## config.mk

```make
export PLATFORM = sky130hd
export DESIGN_NAME = cpa_ctrl
export DESIGN_NICKNAME = d
export VERILOG_FILES = /design/src/rtl/cpa_pkg.sv /design/src/rtl/cpa_ctrl.sv
export SDC_FILE = /design/constraint.sdc
export NUM_CORES = 1
export LEC_CHECK = 0
export BUFFER_PORTS_ARGS = -buffer_cell sky130_fd_sc_hd__buf_2
export CAP_MARGIN = 20
export CORE_AREA = 4 4 41 43
export DETAILED_ROUTE_END_ITERATION = 7
export DIE_AREA = 0 0 45 47
export GPL_TIMING_DRIVEN = 0
export PLACE_DENSITY = 0.72
export SLEW_MARGIN = 20
export SYNTH_ARGS = -nofsm -noshare
export SYNTH_HDL_FRONTEND = slang
export SYNTH_SLANG_ARGS = --single-unit
```

## constraint.sdc

```tcl
create_clock -name clk_i -period 2 [get_ports clk_i]
set_input_delay 0.4 -clock clk_i [delete_from_list [all_inputs] [get_ports clk_i]]
set_output_delay 0.4 -clock clk_i [all_outputs]
set_load 0.01 [all_outputs]
```

## src/rtl/cpa_pkg.sv

```systemverilog
package cpa_pkg;

  // Pool geometry
  localparam int MAX_CHUNKS   = 1024;
  localparam int CHUNK_BYTES  = 2048;  // power of two: rounding and capacity use shifts
  localparam int HEADER_BYTES = 64;

  // Fixed field widths
  localparam int MODE_W    = 1;
  localparam int PAYLOAD_W = 16;
  localparam int FREE_W    = 10;
  localparam int PAD_W     = 8;
  localparam int COUNT_W   = 11;
  localparam int START_W   = 10;
  localparam int RUN_W     = 8;
  localparam int CAP_W     = 19;
  localparam int USED_W    = 11;

  // Derived internal widths
  localparam int IDX_W     = $clog2(MAX_CHUNKS);
  localparam int CNT_W     = $clog2(MAX_CHUNKS + 1);
  localparam int POS_W     = $clog2(MAX_CHUNKS + 2 * (2 ** RUN_W));
  localparam int RUN_MAX   = (2 ** RUN_W) - 1;
  localparam int CB_SH     = $clog2(CHUNK_BYTES);
  localparam int BYTES_MAX = HEADER_BYTES + 2 * ((2 ** PAD_W) - 1)
                           + ((2 ** PAYLOAD_W) - 1) + CHUNK_BYTES - 1;
  localparam int BYTES_W   = $clog2(BYTES_MAX + 1);
  localparam int REQ_W     = BYTES_W - CB_SH;
  localparam int CAPF_W    = RUN_W + CB_SH;

  // Configuration register indexes
  localparam int CFG_IDX_W = 2;
  localparam logic [CFG_IDX_W-1:0] CFG_HEAD_PADDING = 2'd0;
  localparam logic [CFG_IDX_W-1:0] CFG_TAIL_PADDING = 2'd1;
  localparam logic [CFG_IDX_W-1:0] CFG_CHUNK_COUNT  = 2'd2;

  // Datapath commands
  typedef enum logic [3:0] {
    OP_NOP,
    OP_INIT,
    OP_LOAD,
    OP_CALC,
    OP_PART2,
    OP_READ,
    OP_CHECK,
    OP_MARK,
    OP_FREE_CHECK,
    OP_CLEAR,
    OP_COMMIT_ALLOC,
    OP_COMMIT_FREE,
    OP_FAIL
  } dp_op_e;

  // Datapath status toward the controller
  typedef struct packed {
    logic init_last;
    logic is_free;
    logic req_ok;
    logic idx_ok;
    logic cand_ok;
    logic in_part2;
    logic hit;
    logic j_last;
    logic free_fit;
  } dp_status_t;

  // One result beat
  typedef struct packed {
    logic                 success;
    logic [START_W-1:0]   start_chunk;
    logic [RUN_W-1:0]     run_chunks;
    logic [CAP_W-1:0]     capacity_bytes;
    logic [USED_W-1:0]    chunks_in_use;
  } res_t;

endpackage

```

## src/rtl/cpa_ctrl.sv

```systemverilog
module cpa_ctrl import cpa_pkg::*; (
  input  logic       clk_i,
  input  logic       rst_ni,
  input  logic       in_valid_i,
  output logic       in_ready_o,
  input  logic       out_free_i,
  output logic       push_o,
  input  dp_status_t status_i,
  output dp_op_e     op_o
);

  typedef enum logic [3:0] {
    ST_INIT,
    ST_IDLE,
    ST_CALC,
    ST_ROUTE,
    ST_COND,
    ST_READ,
    ST_CHECK,
    ST_MARK,
    ST_COMMIT_A,
    ST_FREE_READ,
    ST_FREE_CHECK,
    ST_CLEAR,
    ST_COMMIT_F,
    ST_FAIL,
    ST_DONE
  } state_e;

  state_e state_q, state_d;

  always_comb begin
    state_d = state_q;
    op_o    = OP_NOP;
    push_o  = 1'b0;
    unique case (state_q)
      ST_INIT: begin
        op_o = OP_INIT;
        if (status_i.init_last) state_d = ST_IDLE;
      end
      ST_IDLE: begin
        if (in_valid_i) begin
          op_o    = OP_LOAD;
          state_d = ST_CALC;
        end
      end
      ST_CALC: begin
        op_o    = OP_CALC;
        state_d = ST_ROUTE;
      end
      ST_ROUTE: begin
        if (status_i.is_free) begin
          state_d = status_i.idx_ok ? ST_FREE_READ : ST_FAIL;
        end else begin
          state_d = status_i.req_ok ? ST_COND : ST_FAIL;
        end
      end
      ST_COND: begin
        if (status_i.cand_ok) begin
          state_d = ST_READ;
        end else if (!status_i.in_part2) begin
          op_o = OP_PART2;  // wrap to the head of the pool
        end else begin
          state_d = ST_FAIL;
        end
      end
      ST_READ: begin
        op_o    = OP_READ;
        state_d = ST_CHECK;
      end
      ST_CHECK: begin
        op_o = OP_CHECK;
        if (status_i.hit && status_i.j_last) state_d = ST_MARK;
        else if (status_i.hit)               state_d = ST_READ;
        else                                 state_d = ST_COND;
      end
      ST_MARK: begin
        op_o = OP_MARK;
        if (status_i.j_last) state_d = ST_COMMIT_A;
      end
      ST_COMMIT_A: begin
        op_o    = OP_COMMIT_ALLOC;
        state_d = ST_DONE;
      end
      ST_FREE_READ: begin
        op_o    = OP_READ;
        state_d = ST_FREE_CHECK;
      end
      ST_FREE_CHECK: begin
        if (status_i.free_fit) begin
          op_o    = OP_FREE_CHECK;
          state_d = status_i.hit ? ST_COMMIT_F : ST_CLEAR;
        end else begin
          state_d = ST_FAIL;
        end
      end
      ST_CLEAR: begin
        op_o = OP_CLEAR;
        if (status_i.j_last) state_d = ST_COMMIT_F;
      end
      ST_COMMIT_F: begin
        op_o    = OP_COMMIT_FREE;
        state_d = ST_DONE;
      end
      ST_FAIL: begin
        op_o    = OP_FAIL;
        state_d = ST_DONE;
      end
      ST_DONE: begin
        if (out_free_i) begin
          push_o  = 1'b1;
          state_d = ST_IDLE;
        end
      end
      default: state_d = ST_IDLE;
    endcase
  end

  assign in_ready_o = (state_q == ST_IDLE);

  always_ff @(posedge clk_i or negedge rst_ni) begin
    if (!rst_ni) begin
      state_q <= ST_INIT;
    end else begin
      state_q <= state_d;
    end
  end

  a_init_once: assert property (@(posedge clk_i) disable iff (!rst_ni)
    state_q != ST_INIT |=> state_q != ST_INIT)
    else $error("clearing pass re-entered");

  a_accept_starts: assert property (@(posedge clk_i) disable iff (!rst_ni)
    state_q == ST_IDLE && in_valid_i |=> state_q == ST_CALC)
    else $error("accepted beat did not start an item");

endmodule

```

==> metrics.txt <==
status=completed; WL/cell=13.71 µm; detailed-route via count=619; first-pass iteration count of the detailed router=4; crit path max fanout=10; fin crit share=0.9693; Crit-path slowest cell=dfrtp_1; final setup fails=0; clock share of power=0.084; CTS clk-pin slew, worst paths=0.04 ns; total core area=0.001301 mm²; die height=47 µm; CTS tree=yes; largest net degree at the start of global routing=11; register area share after synthesis=0.1754; crit-path cells=buf_4 -> inv_1 -> o21ai_0 -> a211oi_1 -> buf_2; CP arrival=1.54 ns; GPL Wtd Cong=0.8318; Post-Synth Simple-Gate Area=0.2763; Synth Warn #=0; starting density of the core=0.4385; Placed Cells=101; Critical Path Sink Type=output port; die width=45 µm; die area=0.002115 mm²; RSZ-0062 raised after global routing=false; Synth Area in XOR/XNOR=0.04386; Tot GR Track Use=0.1537; Iter 0 DRT Violations=20; Max VDD drop=0.8763 mV; Area contributors post-synth=dfrtp_1 18%, buf_4 5.3%, mux2_4 5.3%, o32ai_4 4.8%, nor2_1 4.6%; Comb power frac=0.788; crit-path max cell delay=0.43 ns; drt drc=0; dpl ws=0.3569 ns; largest area contributor in the netlist=dfrtp_1; CP required=1.60 ns; Post-synth EDFFs=0; HP Class=input port to async pin; Routed Antenna Nets=0; Hold Violations, Final=0; Cell Area, Synth=570.5 µm²; Reg power frac=0.128; Yosys cell types=38; mux cell area share after synthesis=0.08991; worst slew pin tran=0.4857 ns; clk_lat worst skew=0.25 ns; setup repair bufs after CTS=0; Util after Layout=0.5490; vias in the first global route=544; slew margin rel.=0.6678; CTS max path bufs=2; ANT cells=0; Critical path origin=state_q[2]$_DFFE_PN0P_; Power Density=1791 mW/mm²; final setup TNS=0 ns; Leakage Power=0.3353 nW; fin nets=105; ys async rst share=1.000; worst r2r src=state_q[2]$_DFFE_PN0P_; commonest register cell after synthesis=dfrtp_1; most frequent cells in the layout=19 x buf_2, 6 x nor2_1, 5 x o21ai_0; sw frac=0.4781; largest registers=state_q: 4 flops; clk_skew=0.01121 ns; fmax=515.8 MHz; final wirelength=1.440 mm; min Tclk post-route=1.939 ns; post-synthesis net count=81; area share of the leading cell type in the synthesized netlist=0.1754; Pint=667.9 µW; non-filler instance count after layout=105; NetSw=611.8 µW; area grow syn2layout=25.22%; layout cells sized above 1=0.4111; Compound-Gate Fraction of Synth Area=0.3004; synthesized flop and latch total=4; post-DR vias/cell=5.895; cell family contributing the most delay on the critical path=buffers and inverters; Max Cap Violations=0; cells after synthesis=68; final worst slack=0.06143 ns; clk sinks=4; initial antenna violation count=0; post-synthesis adder-cell area fraction=0; boundary pin count=19; max FFs per register=4; Slew Viols, Final=0; clk root buf=clkbuf_4; startpoint type of the worst setup path=flop; grt total ovfl=0; CTS buffer count=3; fillers=134; DP Wirelength=1.093 mm; # rows=13; most common cell after layout, fill and taps aside=buf_2; H-tree Lvls=1; critical path buffer and inverter count=3; class of the most critical setup path=flop to output port; largest family of logic cells by synthesized area=compound AO/OA/AOI/OAI gates; port buffer count=18; Final Power=1.280 mW; register with the most flip-flops=state_q; first-pass GRT wire length=2.290 mm; Synth Area per Inst=8.390 µm²
## routing by layer
metal,vias to the layer above,share of wire,track usage
li1,297,-,-
met1,295,0.43,0.1858
met2,25,0.49,0.2458
met3,2,0.074,0.04215
met4,0,0.0097,0.08772
met5,-,0,0
## timing repair
item,in CTS,in global routing
hold buffers,1,0
endpoints found under the setup margin,0,2
endpoints found under the hold margin,4,0
gates resized for setup,0,2
## power by group through the flow
stage / Combinational (mW) / Clock, mW / Sequential [mW]
finish: 1.01 / 0.107 / 0.164
global route: 1.10 / 0.120 / 0.169
CTS: 1.00 / 0.111 / 0.163
detailed placement: 0.998 / 0 / 0.164
global placement: 0.993 / 0 / 0.164
floorplan: 0.786 / 0 / 0.157
## final cells by class
class / count / area (µm²) / area share
Multi-Input combinational cell: 53 / 407.9 / 0.5709
Buffer: 6 / 46.29 / 0.06480
Timing Repair Buffer: 19 / 100.1 / 0.1401
Sequential cell: 4 / 100.1 / 0.1401
Inverter: 5 / 18.77 / 0.02627
Clock buffer: 3 / 22.52 / 0.03152
Tap cell: 15 / 18.77 / 0.02627
## cell usage after synthesis, drive strengths merged, types with 2 or more instances
master / count
inv: 5
dfrtp: 4
nand2b: 3
nor2: 8
mux2: 3
a211oi: 2
a21oi: 2
xnor2: 2
and3: 2
buf: 6
nor4: 2
nand2: 3
o21ai: 7
nor3: 3
## path summary, 6_finish.rpt
check                                              end  slack [ns]  cells past startpoint
worst max-delay path                           op_o[3]        0.06                      5
worst min-delay path            state_q[1]$_DFFE_PN0P_        0.47                      2
worst max register to register  state_q[2]$_DFFE_PN0P_        0.39                      5
worst min register to register  state_q[1]$_DFFE_PN0P_        0.76                      4
max in group asynchronous       state_q[0]$_DFFE_PN0P_        1.40                      2
min in group clk_i              state_q[1]$_DFFE_PN0P_        0.56                      3
## metrics by stage
step / instance area [µm²] / hold WS [ns]
after floorplan: 570.5 / 0.1044
after global placement: 679.4 / 0.2053
after detailed placement: 679.4 / 0.2061
after CTS: 711.9 / 0.4719
after global routing: 714.4 / 0.4853
final: 714.4 / 0.4692
## logic make-up (layout without fill, tap and decap cells)
group | count (synthesis) | after routing
buf+inv | 11 | 33
simple gates | 25 | 25
mux | 4 | 4
compound gates | 22 | 22
flops | 4 | 4
xor+xnor | 2 | 2
No activity file was read; power rests on OpenSTA's default activity.
